## src/rtl/lzs_pkg.sv

```systemverilog
package lzs_pkg;

    localparam int OFF_W = 11;
    localparam int LEN_W = 5;
    localparam int Q_DEPTH = 4;
    localparam int Q_AW = 2;

    localparam logic [2:0] CMD_MARK = 3'd0;
    localparam logic [2:0] CMD_LIT  = 3'd1;
    localparam logic [2:0] CMD_COPY = 3'd2;
    localparam logic [2:0] CMD_END  = 3'd3;
    localparam logic [2:0] CMD_ERR  = 3'd4;

    // restart: clear history pointer before this command
    // eob: last command of its input item
    typedef struct packed {
        logic [2:0]       kind;
        logic             restart;
        logic             eob;
        logic [OFF_W-1:0] data;
        logic [LEN_W-1:0] len;
    } t_cmd;

endpackage

```

## src/rtl/lzs_fifo.sv

```systemverilog
module lzs_fifo (
    input  logic          i_clk,
    input  logic          i_rst_n,
    input  logic          i_push,
    input  lzs_pkg::t_cmd i_cmd,
    output logic          o_full,
    input  logic          i_pop,
    output lzs_pkg::t_cmd o_cmd,
    output logic          o_empty
);

    lzs_pkg::t_cmd                r_mem [lzs_pkg::Q_DEPTH];
    logic [lzs_pkg::Q_AW-1:0]     r_wp;
    logic [lzs_pkg::Q_AW-1:0]     r_rp;
    logic [lzs_pkg::Q_AW:0]       r_cnt;

    assign o_full  = (r_cnt == (lzs_pkg::Q_AW + 1)'(lzs_pkg::Q_DEPTH));
    assign o_empty = (r_cnt == '0);
    assign o_cmd   = r_mem[r_rp];

    always_ff @(posedge i_clk) begin
        if (!i_rst_n) begin
            r_wp  <= '0;
            r_rp  <= '0;
            r_cnt <= '0;
        end else begin
            if (i_push) begin
                r_wp <= r_wp + 1'b1;
            end
            if (i_pop) begin
                r_rp <= r_rp + 1'b1;
            end
            if (i_push && !i_pop) begin
                r_cnt <= r_cnt + 1'b1;
            end else if (i_pop && !i_push) begin
                r_cnt <= r_cnt - 1'b1;
            end
        end
    end

    always_ff @(posedge i_clk) begin
        if (i_push) begin
            r_mem[r_wp] <= i_cmd;
        end
    end

endmodule

```

## config.mk

```make
export PLATFORM = sky130hd
export DESIGN_NAME = lzs_fifo
export DESIGN_NICKNAME = d
export VERILOG_FILES = /design/src/rtl/lzs_pkg.sv /design/src/rtl/lzs_fifo.sv
export SDC_FILE = /design/constraint.sdc
export NUM_CORES = 1
export LEC_CHECK = 0
export ABC_AREA = 1
export BUFFER_PORTS_ARGS = -buffer_cell sky130_fd_sc_hd__buf_2
export CAP_MARGIN = 25
export CORE_MARGIN = 1.5
export CORE_UTILIZATION = 50
export DETAILED_ROUTE_END_ITERATION = 10
export GPL_ROUTABILITY_DRIVEN = 0
export PLACE_DENSITY_LB_ADDON = 0.15
export SLEW_MARGIN = 5
export SYNTH_ARGS = -nofsm -noshare
export SYNTH_HDL_FRONTEND = slang
export SYNTH_SLANG_ARGS = --single-unit
```

## constraint.sdc

```tcl
create_clock -name i_clk -period 4.69 [get_ports i_clk]
set_clock_uncertainty 0.15 [all_clocks]
set_input_delay 0.469 -clock i_clk [delete_from_list [all_inputs] [get_ports i_clk]]
set_output_delay 0.469 -clock i_clk [all_outputs]
set_load 0.05 [all_outputs]
```

==> results of run 1 <==
-- metal layers --
metal | routed length, microns | GRT usage, % | share of wire, % | vias to the layer above
li1 | - | - | - | 1046
met1 | 2820 | 22.7 | 46 | 1005
met2 | 2960 | 29.3 | 48 | 54
met3 | 270 | 4.15 | 4.4 | 11
met4 | 110 | 7.65 | 1.8 | 0
met5 | 0 | 0 | 0 | -
-- cells by family after synthesis --
kind of cell | synth area share, %
flops | 74.8
simple gates | 6.55
buf+inv | 5.13
fa+ha+maj | 2.29
compound gates | 11.2
-- state kept, by name, indices dropped and copies added, names as in the netlist, named ones only --
register / flops
r_cnt: 3
r_mem: 84
r_wp: 2
r_rp: 2
-- power breakdown --
part	switching [uW]	total, uW	leakage [uW]	internal, uW
combinational	187	245	0.000544	58.5
clock	250	508	0.000103	258
sequential	20.2	963	0.000846	943
total	458	1720	0.00149	1260
-- per-stage QoR --
stage               hold slack (ns)  total power, uW  area [sq um]
finish                        0.187             1720          4050
global route                  0.176             1790          4050
CTS                           0.172             1730          4050
detailed placement            0.280             1230          3860
global placement              0.280             1230          3860
floorplan                     0.262             1170          3610
-- worst max path at each step --
| stage | endpoint | slack [ns] | depth (start not counted) |
|---|---|---|---|
| global route | o_cmd[0] | 1.59 | 4 |
| CTS | o_cmd[0] | 1.74 | 4 |
| global placement | o_cmd[0] | 2.18 | 4 |
| finish | o_cmd[13] | 1.78 | 4 |
| floorplan | o_empty | 2.64 | 1 |
| detailed placement | o_cmd[0] | 2.13 | 4 |
-- cell usage after synthesis (all sizes together) --
| library cell | count | area share, % |
|---|---|---|
| inv | 17 | 2.0 |
| ha | 5 | 1.7 |
| fa | 1 | 0.55 |
| nor3 | 2 | 0.28 |
| nand3 | 1 | 0.14 |
| a21oi | 4 | 0.55 |
| dfxtp | 9 | 5.0 |
| edfxtp | 84 | 70 |
| nand4 | 1 | 0.17 |
| nand2 | 9 | 0.94 |
| nor2 | 47 | 5.0 |
| o21ai | 48 | 6.7 |
| buf | 13 | 3.2 |
| o22ai | 21 | 4.0 |
-- cell type report --
type | instances | area (sq um)
fill | 601 | 2860
sequential | 93 | 2700
multi-input combinational | 139 | 723
timing repair buffer | 48 | 243
clock buffer | 11 | 141
tap | 96 | 120
inverter | 17 | 71.3
clock inverter | 5 | 50.0
-- layout by cell type (no fill, tap or decap) --
master / n
edfxtp_1: 84
buf_2: 47
nor2_1: 45
o21ai_0: 29
o21ai_1: 19
o22ai_1: 19
inv_1: 15
clkbuf_8: 10
nand2_1: 9
dfxtp_1: 9
ha_1: 5
a21oi_1: 4
clkinv_2: 4
nor3_1: 2
nor2_2: 2
o22ai_2: 2
inv_8: 1
inv_2: 1
nand3_1: 1
nand4_1: 1
fa_1: 1
bufinv_16: 1
clkbuf_1: 1
buf_4: 1
==> out/results.tsv, run 1 <==
stage	metric	value	unit
sta	worst_slew_margin_rel	34.8	%
sta	finalHoldViolCount	0	
sta	fin_ws	1.78	ns
die	fp.dieH	88.0	microns
run	maxCapViolations	0	
clock_tree	clock-root-buffer	clkbuf_8	
die	placement_rows	30	
logic_synthesis	yosys.cell_types.count	21	
clock_tree	clock_sink_count	93	
setup_path	crit_family	flip-flops	
logic_synthesis	synthCells	262	
sta	max_clock_freq	0.344	GHz
global_routing	antenna_found_initial	0	
logic_synthesis	ys_ff_latch	93	
clock_tree	cts_hold_buf	0	
setup_path	path_buf_inv	2	
run_status	outcome	complete, no violations	
global_routing	grt_max_degree	43	
logic_synthesis	yosysSeqAreaShare	74.8	%
clock_tree	clk_path_buf_depth	2	
drt	initial_drt_pass_iterations	4	
die	die_w	88.0	microns
setup_path	crit_chain	buf_4 > o21ai_0 > o22ai_1 > buf_2	
clock_tree	clk_latency	0.34	ns
drt	detail_route.vias_per_cell	5.17	
clock_tree	numCtsBuffers	9	
power	power_per_cell_area	424	nW/um^2
die	floorplan.initialDensity	52.3	%
setup_path	regToRegStartpoint	r_wp[0]	
clock_tree	cts_tree	yes	
placed_design	place.port_buffers	47	
setup_path	crit_type	reg2out	
setup_path	timing.critical_path.slowest_stage_cell	dfxtp_1	
min_path	hold_path_startpoint	i_cmd[1]	
sta	final.setup.tns	0	ns
min_path	min_path_cells	1	
clock_tree	cts-resized-gates	0	
drt	residual_antenna_violating_net_count_after_detailed_routing	0	
sta	setup-violations-final	0	
placed_design	place_inst	393	
setup_path	endpoint_kind	output pin	
logic_synthesis	synth_area	3610	sq um
drt	wire_per_inst	15.1	microns
sta	layout_worst_path_cycle_share	62.0	%
layout	final_util	58.7	%
drt	vias	2116	
sta	count_of_final_max_slew_check_failures	0	
power	vdd_ir_drop_max	182	uV
die	die_area	7740	sq um
layout	antennaDiodeCount	0	
global_routing	wire_length_of_the_first_global_routing_pass	9970	microns
setup_path	cp.arrival	2.29	ns
clock_tree	clock_tree.htree_level_count	3	
sta	rsz_0062_raised_after_global_routing	false	
layout	final_cell_count_no_fill	409	
clock_tree	worst_setup_hold_path_clk_slew	0.08	ns
setup_path	critical_path.max_stage_delay	0.97	ns
logic_synthesis	post_synth.cell_area_avg	13.8	sq um
power	power.leakage	0.00149	uW
min_path	holdPathEnd	r_mem[3][1]	
placed_design	dp_hpwl	3520	microns
logic_synthesis	synthesis.nets	293	
global_routing	grt_util_all_layers	17.8	%
drt	detail_route.drc_violations	0	
clock_tree	post-cts-setup-buffer-count	0	
setup_path	crit_path_start_kind	flop	
die	io_pins	48	
sta	timing_worst_slew_pin_value	0.976	ns
setup_path	maximum_fanout_along_the_worst_path	26	
placed_design	pre_cts_slack	2.13	ns
setup_path	rr_worst_depth	4	
die	core	6910	sq um
setup_path	timing.rr.end	r_mem[2][17]	
setup_path	rrSetupSlack	2.83	ns
layout	areaGrowthSynthToFinish	12.2	%
drt	routed_wl	6160	microns
global_routing	number_of_global_route_vias_before_repair	2075	
global_routing	gr-total-overflow	0	
logic_synthesis	yosys_warnings	0	
layout	post_route_cells_drive_above_1_share	22.0	%
min_path	hold_class	in2reg	
setup_path	timing.critical_path.required	4.07	ns
sta	period_minus_slack	2.91	ns
layout	num-nets-final	339	
drt	dr.first_iter.drc_count	149	
Power figures use the tool's default switching activity.
==> inputs of run 2 (changes only) <==
==> constraint.sdc (replaced) <==
create_clock -name i_clk -period 2.75 [get_ports i_clk]
set_clock_uncertainty 0.15 [all_clocks]
set_input_delay 0.275 -clock i_clk [delete_from_list [all_inputs] [get_ports i_clk]]
set_output_delay 0.275 -clock i_clk [all_outputs]
set_load 0.05 [all_outputs]
==> run 2 against run 1 <==
- wire length is 7.5% higher
- die area stayed put
- clock power is 89% higher
- sequential share of layout area is 4.4 points lower
- utilization is 4.2 points higher
==> out/results.tsv, run 2 (synthesis results as in run 1) <==
stage	metric	value	unit	change
power	power.leakage	0.00162	uW	was 0.00149 uW
sta	count_of_final_max_slew_check_failures	0		unchanged
placed_design	place.port_buffers	47		unchanged
drt	initial_drt_pass_iterations	4		unchanged
setup_path	cp.depth	4		unchanged
layout	areaGrowthSynthToFinish	20.2	%	was 12.2%
layout	reg.largest.list	r_mem (84), r_cnt (3)		unchanged
die	fp.dieH	88.0	microns	unchanged
drt	drt-met1-wl	2950	microns	was 2820 microns
clock_tree	clk_latency	0.35	ns	was 0.34 ns
setup_path	cp.arrival	1.93	ns	was 2.29 ns
drt	wire_per_inst	15.2	microns	was 15.1 microns
layout	layout_common_cells	edfxtp_1, buf_2, nor2_1, o21ai_0, dlygate4sd3_1		was edfxtp_1, buf_2, nor2_1, o21ai_0
clock_tree	cts-resized-gates	0		unchanged
power	vdd_ir_drop_max	331	uV	was 182 uV
layout	post_route_cells_drive_above_1_share	22.3	%	was 22.0%
sta	max_clock_freq	0.424	GHz	
run_status	outcome	complete, no violations		unchanged
clock_tree	post-cts-setup-buffer-count	0		unchanged
drt	dr_wl_met2	3260	microns	was 2960 microns
global_routing	number_of_global_route_vias_before_repair	2094		was 2,075
layout	postLayoutCellArea	4340	sq um	was 4050 sq um
drt	residual_antenna_violating_net_count_after_detailed_routing	0		unchanged
drt	routed_wl	6620	microns	was 6160 microns
die	io_pins	48		unchanged
global_routing	wire_length_of_the_first_global_routing_pass	10400	microns	was 9970 microns
setup_path	timing.critical_path.slowest_stage_cell	dfxtp_1		unchanged
layout	layout_commonest_cell	edfxtp_1		unchanged
die	die_area	7740	sq um	unchanged
setup_path	maximum_fanout_along_the_worst_path	18		was 26
placed_design	placed_area	3910	sq um	was 3860 sq um
die	core	6910	sq um	unchanged
sta	layout_worst_path_cycle_share	85.8	%	
setup_path	path_buf_inv	2		unchanged
drt	vias	2213		was 2,116
sta	rsz_0062_raised_after_global_routing	false		unchanged
run	maxCapViolations	0		unchanged
global_routing	antenna_found_initial	0		unchanged
die	floorplan.initialDensity	52.3	%	unchanged
power	power_per_cell_area	704	nW/um^2	was 424 nW/um^2
clock_tree	clock_tree.htree_level_count	3		unchanged
global_routing	grt_max_degree	43		unchanged
setup_path	crit_path_start_kind	flop		unchanged
layout	final.fill_count	567		was 601
die	die_w	88.0	microns	unchanged
global_routing	grt_util_all_layers	18.8	%	was 17.8%
clock_tree	cts_tree	yes		unchanged
drt	maxUsedRoutingLayer	met4		unchanged
drt	met3RoutedLength	359	microns	was 270 microns
setup_path	timing.critical_path.required	2.33	ns	was 4.07 ns
placed_design	dp_hpwl	4100	microns	was 3520 microns
layout	num-nets-final	367		was 339
setup_path	crit_chain	buf_4 > o21ai_0 > o22ai_2 > buf_2		was buf_4 > o21ai_0 > o22ai_1 > buf_2
setup_path	crit_type	reg2out		unchanged
sta	setup-violations-final	0		unchanged
min_path	hold_class	in2reg		unchanged
setup_path	crit_family	flip-flops		unchanged
layout	largest-register	r_mem		unchanged
die	placement_rows	30		unchanged
sta	worst_slew_margin_rel	57.2	%	was 34.8%
clock_tree	worst_setup_hold_path_clk_slew	0.08	ns	about the same
layout	largest_register_ff_count	84		unchanged
sta	final.setup.tns	0	ns	unchanged
sta	finalHoldViolCount	0		unchanged
setup_path	critical_path.max_stage_delay	0.68	ns	was 0.97 ns
drt	detail_route.vias_per_cell	5.06		was 5.17
setup_path	endpoint_kind	output pin		unchanged
clock_tree	clock_sink_count	93		unchanged
clock_tree	numCtsBuffers	9		unchanged
clock_tree	clk_path_buf_depth	2		unchanged
sta	period_minus_slack	2.36	ns	
global_routing	gr-total-overflow	0		unchanged
layout	antennaDiodeCount	0		unchanged
drt	dr.first_iter.drc_count	199		was 149
min_path	min_path_cells	3		was 1
clock_tree	clock-root-buffer	clkbuf_8		unchanged
drt	detail_route.drc_violations	0		unchanged
setup_path	rr_worst_depth	5		was 4
sta	timing_worst_slew_pin_value	0.642	ns	was 0.976 ns
[run 2: cell types whose count changed in the layout (fill, tap and decap cells not counted), moves of 2 or more]
cell,previous run,this run
buf_4,1,8
clkinvlp_4,0,2
dlygate4sd3_1,0,21
clkinv_2,4,1
[run 2: area by class of cell]
class / instances / area (sq um) / area share, %
Sequential cell: 93 / 2700 / 62.3
Multi-Input combinational cell: 139 / 723 / 16.7
Timing Repair Buffer: 76 / 505 / 11.6
Clock buffer: 10 / 128 / 2.94
Tap cell: 96 / 120 / 2.77
Clock inverter: 6 / 88.8 / 2.05
Inverter: 17 / 71.3 / 1.64
[run 2: metal layers]
| metal | global-route usage (%) | vias to the layer above |
|---|---|---|
| li1 | - | 1098 |
| met1 | 25.0 | 1055 |
| met2 | 30.0 | 56 |
| met3 | 5.47 | 4 |
| met4 | 6.06 | 0 |
| met5 | 0 | - |
[run 2: final timing paths]
| check | startpoint | endpoint | slack (ns) |
|---|---|---|---|
| setup / recovery | flop | o_cmd[16] | 0.39 |
| hold / removal | i_rst_n | r_cnt[2] | 0.06 |
| setup reg to reg | r_wp[1] | r_mem[1][10] | 0.90 |
| hold reg to reg | r_rp[1] | r_rp[1] | 0.31 |
[run 2: what timing repair did]
item / CTS / global route
endpoints found under the hold margin: 84 / 0
hold buffers: 21 / 0
endpoints found under the setup margin: 0 / 0
[run 2: worst reg2reg max path, cell delays in order (launching register included)]
cell     delay (ns)
dfxtp_1        0.34
inv_1          0.10
ha_1           0.14
nand2_1        0.05
inv_1          0.47
buf_4          0.31
[run 2: power breakdown]
part / total (uW) / switching (uW) / internal, uW
registers: 1630 / 28.3 / 1610
clock network: 958 / 447 / 512
logic: 460 / 333 / 127
[run 2: metrics by stage]
step | hold slack, ns | setup WS (ns) | power [uW] | util (%) | instances
after floorplan | 0.224 | 0.896 | 1990 | - | 262
after global placement | 0.292 | 0.792 | 2100 | 56.6 | 400
after detailed placement | 0.301 | 0.726 | 2110 | 56.6 | 400
after CTS | 0.0409 | 0.328 | 3080 | 62.8 | 437
after global routing | 0.0643 | 0.204 | 3170 | 62.8 | 437
final | 0.0595 | 0.391 | 3050 | 62.8 | 437
