## src/rtl/lzs_pkg.sv

```systemverilog
package lzs_pkg;

    localparam int OFF_W = 11;
    localparam int LEN_W = 5;
    localparam int Q_DEPTH = 4;
    localparam int Q_AW = 2;

    localparam logic [2:0] CMD_MARK = 3'd0;
    localparam logic [2:0] CMD_LIT  = 3'd1;
    localparam logic [2:0] CMD_COPY = 3'd2;
    localparam logic [2:0] CMD_END  = 3'd3;
    localparam logic [2:0] CMD_ERR  = 3'd4;

    // restart: clear history pointer before this command
    // eob: last command of its input item
    typedef struct packed {
        logic [2:0]       kind;
        logic             restart;
        logic             eob;
        logic [OFF_W-1:0] data;
        logic [LEN_W-1:0] len;
    } t_cmd;

endpackage

```

## src/rtl/lzs_front.sv

```systemverilog
module lzs_front (
    input  logic          i_clk,
    input  logic          i_rst_n,
    input  logic          i_valid,
    output logic          o_ready,
    input  logic          i_new_stream,
    input  logic [7:0]    i_compressed_byte,
    output logic          o_push,
    output lzs_pkg::t_cmd o_cmd,
    input  logic          i_full
);

    localparam logic [2:0] PH_FLAG  = 3'd0;
    localparam logic [2:0] PH_TYPE  = 3'd1;
    localparam logic [2:0] PH_LIT   = 3'd2;
    localparam logic [2:0] PH_SHORT = 3'd3;
    localparam logic [2:0] PH_LONG  = 3'd4;
    localparam logic [2:0] PH_LEN_A = 3'd5;
    localparam logic [2:0] PH_LEN_B = 3'd6;
    localparam logic [2:0] PH_NIB   = 3'd7;

    logic        r_busy;
    logic [7:0]  r_sh;
    logic [2:0]  r_bitn;
    logic        r_restart;
    logic [2:0]  r_phase, n_phase;
    logic [10:0] r_field, n_field;
    logic [3:0]  r_fcnt, n_fcnt;
    logic [10:0] r_off, n_off;
    logic        r_halt, n_halt;

    logic        bit_in;
    logic        eob;
    logic [10:0] fs;
    logic [3:0]  fc;
    logic [3:0]  fwidth;
    logic [2:0]  kind;
    logic [10:0] cdata;
    logic [4:0]  clen;
    logic        need_push;
    logic        advance;
    logic        accept;

    always_comb begin
        bit_in  = r_sh[7];
        eob     = (r_bitn == 3'd7);
        fs      = {r_field[9:0], bit_in};
        fc      = r_fcnt + 4'd1;
        n_phase = r_phase;
        n_field = r_field;
        n_fcnt  = r_fcnt;
        n_off   = r_off;
        n_halt  = r_halt;
        kind    = lzs_pkg::CMD_MARK;
        cdata   = '0;
        clen    = '0;
        case (r_phase)
            PH_LIT:   fwidth = 4'd8;
            PH_SHORT: fwidth = 4'd7;
            PH_LONG:  fwidth = 4'd11;
            PH_LEN_A: fwidth = 4'd2;
            PH_LEN_B: fwidth = 4'd2;
            default:  fwidth = 4'd4;
        endcase
        if (!r_halt) begin
            if (r_phase == PH_FLAG) begin
                n_phase = bit_in ? PH_TYPE : PH_LIT;
                n_field = '0;
                n_fcnt  = '0;
            end else if (r_phase == PH_TYPE) begin
                n_phase = bit_in ? PH_SHORT : PH_LONG;
                n_field = '0;
                n_fcnt  = '0;
            end else if (fc < fwidth) begin
                n_field = fs;
                n_fcnt  = fc;
            end else begin
                n_field = '0;
                n_fcnt  = '0;
                n_phase = PH_FLAG;
                case (r_phase)
                    PH_LIT: begin
                        kind  = lzs_pkg::CMD_LIT;
                        cdata = {3'b000, fs[7:0]};
                    end
                    PH_SHORT, PH_LONG: begin
                        if (fs == 11'd0) begin
                            kind   = (r_phase == PH_SHORT) ? lzs_pkg::CMD_END
                                                           : lzs_pkg::CMD_ERR;
                            n_halt = 1'b1;
                        end else begin
                            n_off   = fs;
                            n_phase = PH_LEN_A;
                        end
                    end
                    PH_LEN_A: begin
                        if (fs[1:0] == 2'd3) begin
                            n_phase = PH_LEN_B;
                        end else begin
                            kind  = lzs_pkg::CMD_COPY;
                            cdata = r_off;
                            clen  = {3'b000, fs[1:0]} + 5'd2;
                        end
                    end
                    PH_LEN_B: begin
                        if (fs[1:0] == 2'd3) begin
                            n_phase = PH_NIB;
                        end else begin
                            kind  = lzs_pkg::CMD_COPY;
                            cdata = r_off;
                            clen  = {3'b000, fs[1:0]} + 5'd5;
                        end
                    end
                    default: begin
                        kind  = lzs_pkg::CMD_COPY;
                        cdata = r_off;
                        if (fs[3:0] == 4'hF) begin
                            clen    = 5'd15;
                            n_phase = PH_NIB;
                        end else begin
                            clen = {1'b0, fs[3:0]} + 5'd8;
                        end
                    end
                endcase
            end
        end
    end

    assign need_push     = r_busy && ((kind != lzs_pkg::CMD_MARK) || eob);
    assign o_push        = need_push && !i_full;
    assign advance       = r_busy && !(need_push && i_full);
    assign o_ready       = !r_busy || (advance && eob);
    assign accept        = i_valid && o_ready;
    assign o_cmd.kind    = kind;
    assign o_cmd.restart = r_restart;
    assign o_cmd.eob     = eob;
    assign o_cmd.data    = cdata;
    assign o_cmd.len     = clen;

    always_ff @(posedge i_clk) begin
        if (!i_rst_n) begin
            r_busy    <= 1'b0;
            r_bitn    <= '0;
            r_restart <= 1'b0;
            r_phase   <= PH_FLAG;
            r_field   <= '0;
            r_fcnt    <= '0;
            r_off     <= '0;
            r_halt    <= 1'b0;
        end else if (accept) begin
            r_busy    <= 1'b1;
            r_bitn    <= '0;
            r_restart <= i_new_stream;
            if (i_new_stream) begin
                r_phase <= PH_FLAG;
                r_field <= '0;
                r_fcnt  <= '0;
                r_off   <= '0;
                r_halt  <= 1'b0;
            end else if (advance) begin
                r_phase <= n_phase;
                r_field <= n_field;
                r_fcnt  <= n_fcnt;
                r_off   <= n_off;
                r_halt  <= n_halt;
            end
        end else if (advance) begin
            r_phase <= n_phase;
            r_field <= n_field;
            r_fcnt  <= n_fcnt;
            r_off   <= n_off;
            r_halt  <= n_halt;
            r_bitn  <= r_bitn + 3'd1;
            if (o_push) begin
                r_restart <= 1'b0;
            end
            if (eob) begin
                r_busy <= 1'b0;
            end
        end
    end

    always_ff @(posedge i_clk) begin
        if (accept) begin
            r_sh <= i_compressed_byte;
        end else if (advance) begin
            r_sh <= {r_sh[6:0], 1'b0};
        end
    end

endmodule

```

## config.mk

```make
export PLATFORM = sky130hd
export DESIGN_NAME = lzs_front
export DESIGN_NICKNAME = d
export VERILOG_FILES = /design/src/rtl/lzs_pkg.sv /design/src/rtl/lzs_front.sv
export SDC_FILE = /design/constraint.sdc
export NUM_CORES = 1
export LEC_CHECK = 0
export ABC_CLOCK_PERIOD_IN_PS = 4740
export BUFFER_PORTS_ARGS = -buffer_cell sky130_fd_sc_hd__buf_2
export CAP_MARGIN = 25
export CORE_UTILIZATION = 45
export CTS_CLUSTER_DIAMETER = 50
export DETAILED_ROUTE_END_ITERATION = 7
export REMOVE_ABC_BUFFERS = 1
export SLEW_MARGIN = 20
export SYNTH_ARGS = -nofsm -noshare
export SYNTH_HDL_FRONTEND = slang
export SYNTH_SLANG_ARGS = --single-unit
```

## constraint.sdc

```tcl
create_clock -name i_clk -period 4.74 [get_ports i_clk]
set_input_delay 1.185 -clock i_clk [delete_from_list [all_inputs] [get_ports i_clk]]
set_output_delay 1.185 -clock i_clk [all_outputs]
set_load 0.02 [all_outputs]
```

==> summary.txt, run 1 <==
Clocking
  – Setup Fix Bufs, Post-CTS: 0
  – H-tree lvl count: 2
  – CTS tree: done
  – Root buffer selected by CTS: clkbuf_8
  – Clk Latency, worst-skew pair: 300 ps
  – Clock Path Buffers: 2
  – Post-CTS sizing: 0
  – CTS Buf Count: 5
  – Cts hold-fix bufs: 0
  – Clock transition at path regs: 80 ps
  – Number of clock sinks: 42

Synth
  – Post-Syn Instances: 336
  – Synth Area per Inst: 8.30 um^2
  – Async S/R FF share, synth: 0%
  – Ys flop type: dfxtp_1
  – Seq cells post-synth: 42
  – Yosys cell types: between 60 and 70
  – Yosys Warn Count: 0
  – Register area share after synthesis: approximately a third
  – Post-synth EDFFs: 8
  – Syn Std Cell Area: 2790 um^2

Pwr
  – Peak supply drop: 0.000126 V
  – Pleak: 1.27 nW
  – Total power: approximately 0.82 mW
  – PwrDens: approximately 260 nW/um^2

Place
  – Placed Cells: 434
  – Pre-CTS setup slack: 509 ps
  – Routability Congestion: 0.889
  – Port bufs: 35
  – DP HPWL: ~5 mm

GRT
  – Overflow after GRT: 0
  – Met1 usage: 32.3%
  – Grt met3 use: 3.26%
  – Met2 Resource Use GR: 35.8%
  – Initial antenna violation count: 0
  – First-pass GRT wire length: around 12 mm
  – Largest net degree at the start of global routing: 30
  – Vias in the first global route: 2,358
  – Overall Global Routing Usage: roughly 23%
  – Busiest grt layer: met2

Final layout
  – Ant diodes: 0
  – Final non-filler cell total: 443
  – Layout cells sized above 1: 21.5%
  – Area Overhead vs Synth: 11.3%
  – Layout Nets: 390

Drt
  – DR vias: 2,528
  – DR vias/cell: 5.71
  – Initial drt markers: 208
  – Routed Wire Length: 7.07 mm
  – Final ANT Viol Nets: 0
  – Wire per inst: ~16 um
  – DRT Pass-1 Iters: 5
  – Residual DRC: 0

Critical path
  – CP endpoint kind: output port
  – Worst Path Max Fanout: 20
  – Crit path DAT: 3240 ps
  – Worst EP required: between 3000 and 4000 ps
  – CP Launch Type: flop
  – Kind of critical path: flop to output port

Floorplan
  – Io pins: 36
  – Chip width: roughly 80 um
  – Die area: 6520 um^2
  – Row cnt: 28
  – Core area: 5960 um^2
  – Initial Util: 46.8%
  – Chip height: 80.7 um

STA
  – Max Clock Skew: 4.08 ps
  – Max Clk Rate: around 0.23 GHz
  – Worst hold slack: around 460 ps
  – Unrepaired setup endpoints after global routing: false
  – Pins Over Slew Limit: 0
  – Final worst slack: 318 ps
  – Tightest Pin Transition: 895 ps
  – Slew HR: between 40 and 50%
  – Fin. Hold Viols: 0
  – Tcrit/Tclk final: 93.3%
  – Setup Viol. Count Final: 0
  – Post-route setup TNS: 0 ps
  – Tmin final: 4420 ps

Worst hold path
  – Hold WC Path Type: flop to flop

Job
  – Max-cap viol count: 0

Outcome
  – Outcome: finished, final reports clean
## cell usage in the layout (no fill, tap or decap), drive strengths merged, types with 2 or more instances in the layout
master / netlist / routed
mux2i: 25 / 25
nand2b: 5 / 5
a21oi: 13 / 13
ha: 10 / 10
or2: 4 / 4
clkbuf: 11 / 6
a21o: 4 / 4
o22ai: 2 / 2
nor4: 2 / 2
or4: 3 / 3
clkinv: 1 / 2
dfxtp: 34 / 34
a211oi: 10 / 10
buf: 9 / 46
xnor2: 3 / 3
nand2: 70 / 70
o21ai: 16 / 16
inv: 11 / 11
and2: 2 / 2
and4b: 2 / 2
a221oi: 2 / 2
edfxtp: 8 / 8
or3: 3 / 3
o21a: 2 / 2
a22oi: 9 / 9
nor3: 7 / 7
nor2: 24 / 24
nand3: 19 / 19
and3: 5 / 5
or2b: 2 / 2
a211o: 2 / 2
## path summary, 6_finish.rpt
kind                    from  slack (ps)  cells after the start  endpoint
setup / recovery  r_phase[1]         320                     11    o_push
setup reg to reg  r_phase[1]        1070                     10  r_off[9]
hold / removal      r_off[6]         460                      2  r_off[6]
hold reg to reg     r_off[6]         460                      2  r_off[6]
## routing by layer
metal	wire length (um)	share of wire [%]	vias up
li1	-	-	1250
met1	3440	49	1191
met2	3150	45	73
met3	318	4.5	14
met4	164	2.3	0
met5	0	0	-
## registers in the layout, summed over array words and instances, names as in the netlist
register	flops
r_bitn	3
r_busy	1
r_fcnt	4
r_field	10
r_halt	1
r_off	11
r_phase	3
r_restart	1
r_sh	8
## cells in the mapped netlist (2+ instances only)
library cell / instances / share of area, %
xnor2_1: 3 / 0.94
a211oi_4: 2 / 1.4
nor3_1: 6 / 1.1
o21ai_0: 14 / 2.5
a21o_2: 2 / 0.63
mux2i_1: 25 / 9.0
or2_2: 4 / 0.90
o21a_1: 2 / 0.54
buf_4: 2 / 0.54
or4_4: 2 / 0.81
o21ai_4: 2 / 1.2
buf_2: 2 / 0.36
a211oi_1: 7 / 1.9
a221oi_1: 2 / 0.63
edfxtp_1: 8 / 8.6
nand2_1: 70 / 9.4
ha_1: 10 / 4.5
nand2b_1: 5 / 1.1
and3_1: 5 / 1.1
nor2_1: 24 / 3.2
a21o_1: 2 / 0.54
or3_1: 2 / 0.45
a21oi_1: 12 / 2.2
o22ai_1: 2 / 0.45
nor4_1: 2 / 0.45
inv_1: 11 / 1.5
a22oi_1: 9 / 2.4
nand3_1: 19 / 3.4
clkbuf_1: 11 / 1.5
buf_6: 5 / 2.0
dfxtp_1: 34 / 24
## critical path, stage by stage, from the launching register on
cell and delay, ps:
dfxtp_2 540, inv_1 160, nor2_1 280, xnor2_1 120, ha_1 310, nand3_1 150
or3_4 390, a211oi_4 320, a211oi_2 80, buf_4 170, nor3_1 210, buf_2 220
## metrics by stage
step	instance area, um^2	util [%]
2_1_floorplan	2650	-
3_3_place_gp	2990	50.3
3_5_place_dp	2990	50.3
4_1_cts	3090	51.8
6_report	3100	52.1
5_1_grt	3100	52.1
## power breakdown
part	switching (mW)	internal, mW	total, mW
Clock	0.132	0.117	0.249
Combinational	0.117	0.0623	0.179
Sequential	0.0113	0.380	0.391
Total	0.260	0.559	0.819
## kinds of logic after synthesis
logic type / Yosys count / share of synthesized area [%]
AND/OR/NAND/NOR: 151 / 26.0
AO/OA/AOI/OAI: 69 / 19.2
flip-flops: 42 / 33.0
buffers and inverters: 34 / 6.68
XOR/XNOR: 4 / 1.26
multiplexers: 26 / 9.37
adder cells (fa/ha/maj): 10 / 4.48
## layout make-up
type	instances	area, um^2
fillers	603	2850
multi-input cells	260	1680
flip-flops and latches	42	922
repair buffers	46	265
well taps	75	93.8
clock buffers	6	82.6
inverters	12	45.0
clock inverters	2	12.5
No activity file was read; power rests on OpenSTA's default activity.
==> run 2, diff against run 1 <==
--- a/config.mk
+++ b/config.mk
@@ -11,6 +11,7 @@
 export CORE_UTILIZATION = 45
 export CTS_CLUSTER_DIAMETER = 50
 export DETAILED_ROUTE_END_ITERATION = 7
+export RECOVER_POWER = 50
 export REMOVE_ABC_BUFFERS = 1
 export SLEW_MARGIN = 20
 export SYNTH_ARGS = -nofsm -noshare
==> run 2 against run 1 <==
Total power shrank 0.81%. Combinational power shrank 3%. Via count shrank 0.40%. Count of clock-buffer cells in the layout is the same. Final area shrank 2.1%. Global-route usage is the same. Critical path type unchanged. Largest cell class unchanged.
==> summary.txt, run 2 (synthesized netlist as in run 1, its figures left out) <==
Clocking
  – Clk Latency, worst-skew pair: 290 ps (about the same)
  – H-tree lvl count: 2 (unchanged)
  – Root buffer selected by CTS: clkbuf_8
  – Number of clock sinks: 42 (unchanged)
  – Cts hold-fix bufs: 0 (unchanged)
  – CTS Buf Count: 5 (unchanged)
  – Clock transition at path regs: 80 ps (about the same)
  – CTS tree: done
  – Clock Path Buffers: 2 (unchanged)

Drt
  – Routed Wire Length: 7.04 mm (-0.42%)
  – Residual DRC: 0 (unchanged)
  – Initial drt markers: 193 (-7.2%)
  – Wire per inst: 15.9 um (-0.42%)
  – DRT Pass-1 Iters: 4 (-1)
  – DR vias: 2,518 (-0.40%)
  – Final ANT Viol Nets: 0 (unchanged)
  – DR vias/cell: 5.68 (-0.40%)

STA
  – Fin. Hold Viols: 0 (unchanged)
  – Tcrit/Tclk final: 92.3% (-0.98 points)
  – Pins Over Slew Limit: 0 (unchanged)
  – Setup Viol. Count Final: 0 (unchanged)
  – Final worst slack: 365 ps (+46.4 ps)
  – Worst hold slack: 460 ps (-1.41 ps)
  – Max Clk Rate: 0.229 GHz (+1.1%)
  – Unrepaired setup endpoints after global routing: false
  – Post-route setup TNS: 0 ps (unchanged)
  – Slew HR: 37.5% (-2.6 points)
  – Tmin final: 4380 ps (-46.5 ps)
  – Max Clock Skew: 3.75 ps (-0.330 ps)
  – Tightest Pin Transition: 928 ps (+33.1 ps)

Final layout
  – Fillcell total: 613 (+1.7%)
  – Largest register by flop count: r_off
  – Cell area after layout: 3040 um^2 (-2.1%)
  – Largest registers: r_off x11, r_field x10, r_sh x8
  – Layout cells sized above 1: 17.9% (-3.5 points)
  – Ant diodes: 0 (unchanged)
  – Commonest non-fill, non-tap cells in the layout: 70 x nand2_1, 33 x dfxtp_1, 31 x buf_2, 25 x mux2i_1, 24 x nor2_1
  – Most common cell after layout, fill and taps aside: nand2_1
  – Area Overhead vs Synth: 8.97%
  – Max FFs per register: 11 (unchanged)
  – Layout Nets: 390 (unchanged)

Pwr
  – Sequential fraction of design power: 48.0% (+0.3 points)
  – Switching share of power: 31.7% (-0.064 points)
  – Peak supply drop: 0.000126 V (+0.17%)
  – PwrDens: 267 nW/um^2 (+1.3%)
  – Internal power: 0.555 mW (-0.71%)
  – Net Sw Power: 0.257 mW (-1.0%)
  – Pleak: 1.23 nW (-2.9%)
  – Share of total power in the clock network: 30.7% (+0.3 points)
  – Combinational Power Share: 21.3% (-0.6 points)

Critical path
  – Worst Path Max Fanout: 20 (unchanged)
  – Worst path slowest cell: dfxtp_2
  – CP Launch Type: flop
  – Worst r2r dst: r_sh[5]
  – Critical path's largest stage delay: 520 ps (-20 ps)
  – Worst Reg-to-Reg Cells: 11 (+1)
  – Worst reg2reg path startpoint: r_phase[1]
  – Worst Setup SP: r_phase[1]
  – CP cell instances: inv_1, nor2_1, xnor2_1, ha_1, nand3_1, or3_1, a211oi_4, a211oi_1, clkbuf_1, nor3_1, buf_2
  – Crit path DAT: 3190 ps (-50 ps)
  – CP endpoint kind: output port
  – Worst EP required: 3560 ps (about the same)
  – Setup crit end: o_push
  – Kind of critical path: flop to output port
  – R2R setup slack: 850 ps (-220 ps)

Floorplan
  – Core area: 5960 um^2 (unchanged)
  – Chip height: 80.7 um (unchanged)
  – Io pins: 36 (unchanged)
  – Initial Util: 46.8% (unchanged)
  – Chip width: 80.7 um (unchanged)
  – Row cnt: 28 (unchanged)
  – Die area: 6520 um^2 (unchanged)

Outcome
  – Outcome: finished, final reports clean

Place
  – Routability Congestion: 0.889 (unchanged)
  – Cell Area, Placed: 2990 um^2 (unchanged)
  – Port bufs: 35 (unchanged)
  – Pre-CTS setup slack: 509 ps (unchanged)
  – DP HPWL: 5.06 mm (unchanged)

GRT
  – Vias in the first global route: 2,358 (unchanged)
  – Initial antenna violation count: 0 (unchanged)
  – Largest net degree at the start of global routing: 30 (unchanged)
  – Overall Global Routing Usage: 23.0% (unchanged)
  – Overflow after GRT: 0 (unchanged)
  – First-pass GRT wire length: 11.5 mm (unchanged)

Job
  – Max-cap viol count: 0 (unchanged)

Worst hold path
  – Hold WC Path Type: flop to flop
-- run 2: per-stage QoR --
| step | util, % | power, mW | instances |
|---|---|---|---|
| floorplan | - | 0.513 | 314 |
| global placement | 50.3 | 0.573 | 434 |
| detailed placement | 50.3 | 0.573 | 434 |
| CTS | 51.8 | 0.823 | 442 |
| global route | 51.1 | 0.853 | 443 |
| finish | 51.1 | 0.812 | 443 |
-- run 2: worst min-delay path by stage --
stage / slack, ps / end / from / cells past startpoint
2_1_floorplan: 440 / r_off[0] / r_off[0] / 2
5_1_grt: 480 / r_off[2] / r_off[2] / 2
6_report: 460 / r_off[1] / r_off[1] / 2
3_3_place_gp: 440 / r_off[1] / r_off[1] / 2
3_5_place_dp: 450 / r_off[1] / r_off[1] / 2
4_1_cts: 460 / r_off[1] / r_off[1] / 2
-- run 2: critical path: cells and delay by family, from the launching register on --
| family | cells | cell delay, ps |
|---|---|---|
| AND/OR/NAND/NOR | 4 | 1040 |
| flip-flops | 1 | 520 |
| buffers and inverters | 3 | 520 |
| AO/OA/AOI/OAI | 2 | 370 |
| adder cells (fa/ha/maj) | 1 | 310 |
| XOR/XNOR | 1 | 120 |
-- run 2: area by class of cell --
type / instances / area (um^2) / area share, %
inverter: 12 / 45.0 / 1.48
sequential: 42 / 922 / 30.3
timing repair buffer: 46 / 245 / 8.07
clock inverter: 2 / 12.5 / 0.412
tap: 75 / 93.8 / 3.09
clock buffer: 6 / 82.6 / 2.72
multi-input combinational: 260 / 1640 / 53.9
-- run 2: repair_timing --
item,4_1_cts,5_1_grt
endpoints found under the setup margin,0,1
setup buffers,0,0
hold endpoints to repair,0,0
resized for setup,0,1
-- run 2: power groups by stage --
stage | Sequential [mW] | Clock, mW | Combinational, mW
finish | 0.390 | 0.249 | 0.173
global route | 0.392 | 0.269 | 0.192
global placement | 0.398 | 0 | 0.175
detailed placement | 0.399 | 0 | 0.175
CTS | 0.390 | 0.256 | 0.176
floorplan | 0.402 | 0 | 0.111
-- run 2: routing by layer --
metal,GRT usage (%),part of all wire [%],vias up
met5,0,0,-
met1,32.3,49,1185
met2,35.8,45,64
met4,8.57,2.3,0
li1,-,-,1255
met3,3.26,4.0,14
==> run 3, diff against run 2 <==
--- a/config.mk
+++ b/config.mk
@@ -6,13 +6,14 @@
 export NUM_CORES = 1
 export LEC_CHECK = 0
 export ABC_CLOCK_PERIOD_IN_PS = 4740
-export BUFFER_PORTS_ARGS = -buffer_cell sky130_fd_sc_hd__buf_2
 export CAP_MARGIN = 25
 export CORE_UTILIZATION = 45
 export CTS_CLUSTER_DIAMETER = 50
 export DETAILED_ROUTE_END_ITERATION = 7
+export DONT_BUFFER_PORTS = 1
 export RECOVER_POWER = 50
 export REMOVE_ABC_BUFFERS = 1
+export SKIP_LAST_GASP = 1
 export SLEW_MARGIN = 20
 export SYNTH_ARGS = -nofsm -noshare
 export SYNTH_HDL_FRONTEND = slang
==> run 3 against run 2 <==
Sequential share of layout area rose by 1.2 points. Via count fell by 7.3%. Register-to-register slack got worse by 290 ps. Non-clock buffer count fell by 30. Maximum frequency fell by 0.87%. Total power rose by 3.5%. Count of clock-buffer cells in the layout did not move. Highest routed layer unchanged.
==> summary.txt, run 3 (synthesized netlist as in run 1, its figures left out) <==
Outcome
  – Outcome: finished, final reports clean

Final layout
  – Max FFs per register: 11 (unchanged)
  – Layout Nets: 360 (-7.7%)
  – Largest register by flop count: r_off
  – Fillcell total: 597 (-2.6%)
  – Most common cell after layout, fill and taps aside: nand2_1
  – Commonest non-fill, non-tap cells in the layout: 70 x nand2_1, 33 x dfxtp_1, 25 x mux2i_1, 24 x nor2_1, 19 x nand3_1
  – Layout cells sized above 1: 11.8% (-6.1 points)
  – Ant diodes: 0 (unchanged)
  – Cell area after layout: 2930 um^2 (-3.7%)
  – Area Overhead vs Synth: 4.89%
  – Largest registers: r_off x11, r_field x10, r_sh x8

Drt
  – DRT Pass-1 Iters: 5 (+1)
  – Residual DRC: 0 (unchanged)
  – DR vias/cell: 5.65 (-0.53%)
  – DR vias: 2,335 (-7.3%)
  – Met2 routed WL: 3.15 mm (-0.25%)
  – Initial drt markers: 141 (-27%)
  – Final ANT Viol Nets: 0 (unchanged)
  – M1 wire length: 3.40 mm (-1.4%)
  – Routed Wire Length: 6.86 mm (-2.6%)
  – Detail Route met3 WL: 285 um (+1.1%)
  – Max layer used: met4
  – Wire per inst: 16.6 um (+4.5%)

Pwr
  – Switching share of power: 29.7% (-2.0 points)
  – Sequential fraction of design power: 46.8% (-1.2 points)
  – Pleak: 1.10 nW (-10%)
  – Combinational Power Share: 18.9% (-2.4 points)
  – Share of total power in the clock network: 34.2% (+3.5 points)
  – PwrDens: 287 nW/um^2 (+7.6%)
  – Total power: 0.841 mW (+3.5%)
  – Internal power: 0.591 mW (+6.5%)
  – Net Sw Power: 0.250 mW (-2.9%)
  – Peak supply drop: 0.000201 V (+59%)

Clocking
  – CTS Buf Count: 5 (unchanged)
  – Clock transition at path regs: 80 ps (about the same)
  – Root buffer selected by CTS: clkbuf_8
  – H-tree lvl count: 2 (unchanged)
  – Setup Fix Bufs, Post-CTS: 0 (unchanged)
  – CTS tree: done
  – Clock Path Buffers: 2 (unchanged)
  – Clk Latency, worst-skew pair: 290 ps (about the same)
  – Cts hold-fix bufs: 0 (unchanged)
  – Number of clock sinks: 42 (unchanged)

Critical path
  – Buf+Inv Stages, Crit Path: 2 (-1)
  – Worst path slowest cell: dfxtp_2
  – CP Launch Type: flop
  – Delay-heaviest family, CP: simple AND/OR/NAND/NOR gates
  – Worst Reg-to-Reg Cells: 11 (unchanged)
  – CP cell instances: inv_1, nor2_1, xnor2_1, ha_1, nand3_1, or3_1, a21oi_1, a211oi_1, nor3_1, buf_4
  – Worst Path Max Fanout: 20 (unchanged)
  – Worst Setup SP: r_phase[1]
  – CP Depth: 10 (-1)
  – Crit path DAT: 3230 ps (+40 ps)
  – Critical path's largest stage delay: 530 ps (about the same)
  – Setup crit end: o_push
  – Worst r2r dst: r_sh[7]
  – CP endpoint kind: output port
  – Worst EP required: 3560 ps (about the same)
  – Kind of critical path: flop to output port
  – R2R setup slack: 560 ps (-290 ps)
  – Worst reg2reg path startpoint: r_phase[1]

GRT
  – Overall Global Routing Usage: 22.0% (-0.99 points)
  – Vias in the first global route: 2,104 (-11%)
  – Initial antenna violation count: 0 (unchanged)
  – First-pass GRT wire length: 10.7 mm (-6.8%)
  – Largest net degree at the start of global routing: 31 (+3.3%)
  – Overflow after GRT: 0 (unchanged)

Floorplan
  – Chip height: 80.7 um (unchanged)
  – Die area: 6520 um^2 (unchanged)
  – Chip width: 80.7 um (unchanged)
  – Io pins: 36 (unchanged)
  – Row cnt: 28 (unchanged)
  – Initial Util: 46.8% (unchanged)
  – Core area: 5960 um^2 (unchanged)

STA
  – Unrepaired setup endpoints after global routing: false
  – Tcrit/Tclk final: 93.1% (+0.81 points)
  – Post-route setup TNS: 0 ps (unchanged)
  – Max Clk Rate: 0.227 GHz (-0.87%)
  – Fin. Hold Viols: 0 (unchanged)
  – Tightest Pin Transition: 1130 ps (+197 ps)
  – Final worst slack: 326 ps (-38.6 ps)
  – Slew HR: 24.9% (-13 points)
  – Pins Over Slew Limit: 0 (unchanged)
  – Setup Viol. Count Final: 0 (unchanged)
  – Tmin final: 4410 ps (+38.6 ps)
  – Max Clock Skew: 1.54 ps (-2.21 ps)

Job
  – Max-cap viol count: 0 (unchanged)

Place
  – DP HPWL: 4.94 mm (-2.3%)
  – Cell Area, Placed: 2860 um^2 (-4.6%)
  – Port bufs: 0 (-100%)
  – Pre-CTS setup slack: 497 ps (-11.7 ps)
  – Routability Congestion: 0.862 (-3.0%)

Worst hold path
  – WHS Path Cells: 2 (unchanged)
  – Hold WC Path Type: flop to flop
run 3: what timing repair did:
action                                 in CTS  in global routing
endpoints found under the hold margin       0                  0
resized for setup                           0                  1
setup endpoints to repair                   0                  4
run 3: worst reg2reg max path: stages, from the launching register on:
cell      delay (ps)
dfxtp_2          530
inv_1            170
nor2_1           300
xnor2_1          110
ha_1             300
nand3_1          140
or3_1            390
a21oi_1          450
a211oi_1         190
clkbuf_1         180
o21ai_0          660
nand2_1          430
run 3: final cells by class:
type | count | area (um^2) | share of cell area, %
clock buffer | 6 | 72.6 | 2.48
clock inverter | 2 | 37.5 | 1.28
inverter | 12 | 45.0 | 1.54
multi-input combinational | 260 | 1640 | 56.0
sequential | 42 | 922 | 31.5
tap | 75 | 93.8 | 3.21
timing repair buffer | 16 | 116 | 3.98
run 3: worst min path at each step:
stage	to	slack, ps	start
finish	r_off[6]	460	r_off[6]
global route	r_off[4]	490	r_off[4]
CTS	r_off[6]	460	r_off[6]
detailed placement	r_off[6]	450	r_off[6]
global placement	r_off[0]	440	r_off[0]
floorplan	r_off[0]	440	r_off[0]
run 3: per-stage QoR:
stage          util (%)  hold slack, ps  std cells
6_report           49.1             462        413
5_1_grt            49.1             488        413
4_1_cts            49.8             464        412
3_5_place_dp       47.9             452        404
3_3_place_gp       47.9             444        404
2_1_floorplan         -             435        314
run 3: power by group through the flow:
stage | clock network, mW | registers (mW) | logic, mW
after floorplan | 0 | 0.402 | 0.111
after global placement | 0 | 0.402 | 0.160
after detailed placement | 0 | 0.403 | 0.161
after CTS | 0.294 | 0.394 | 0.161
after global routing | 0.306 | 0.397 | 0.176
final | 0.288 | 0.394 | 0.159
run 3: layer usage:
layer | global-route usage, % | vias to the layer above
met5 | 0 | -
met4 | 5.36 | 0
met3 | 3.48 | 2
met2 | 35.0 | 48
met1 | 31.2 | 1095
li1 | - | 1190
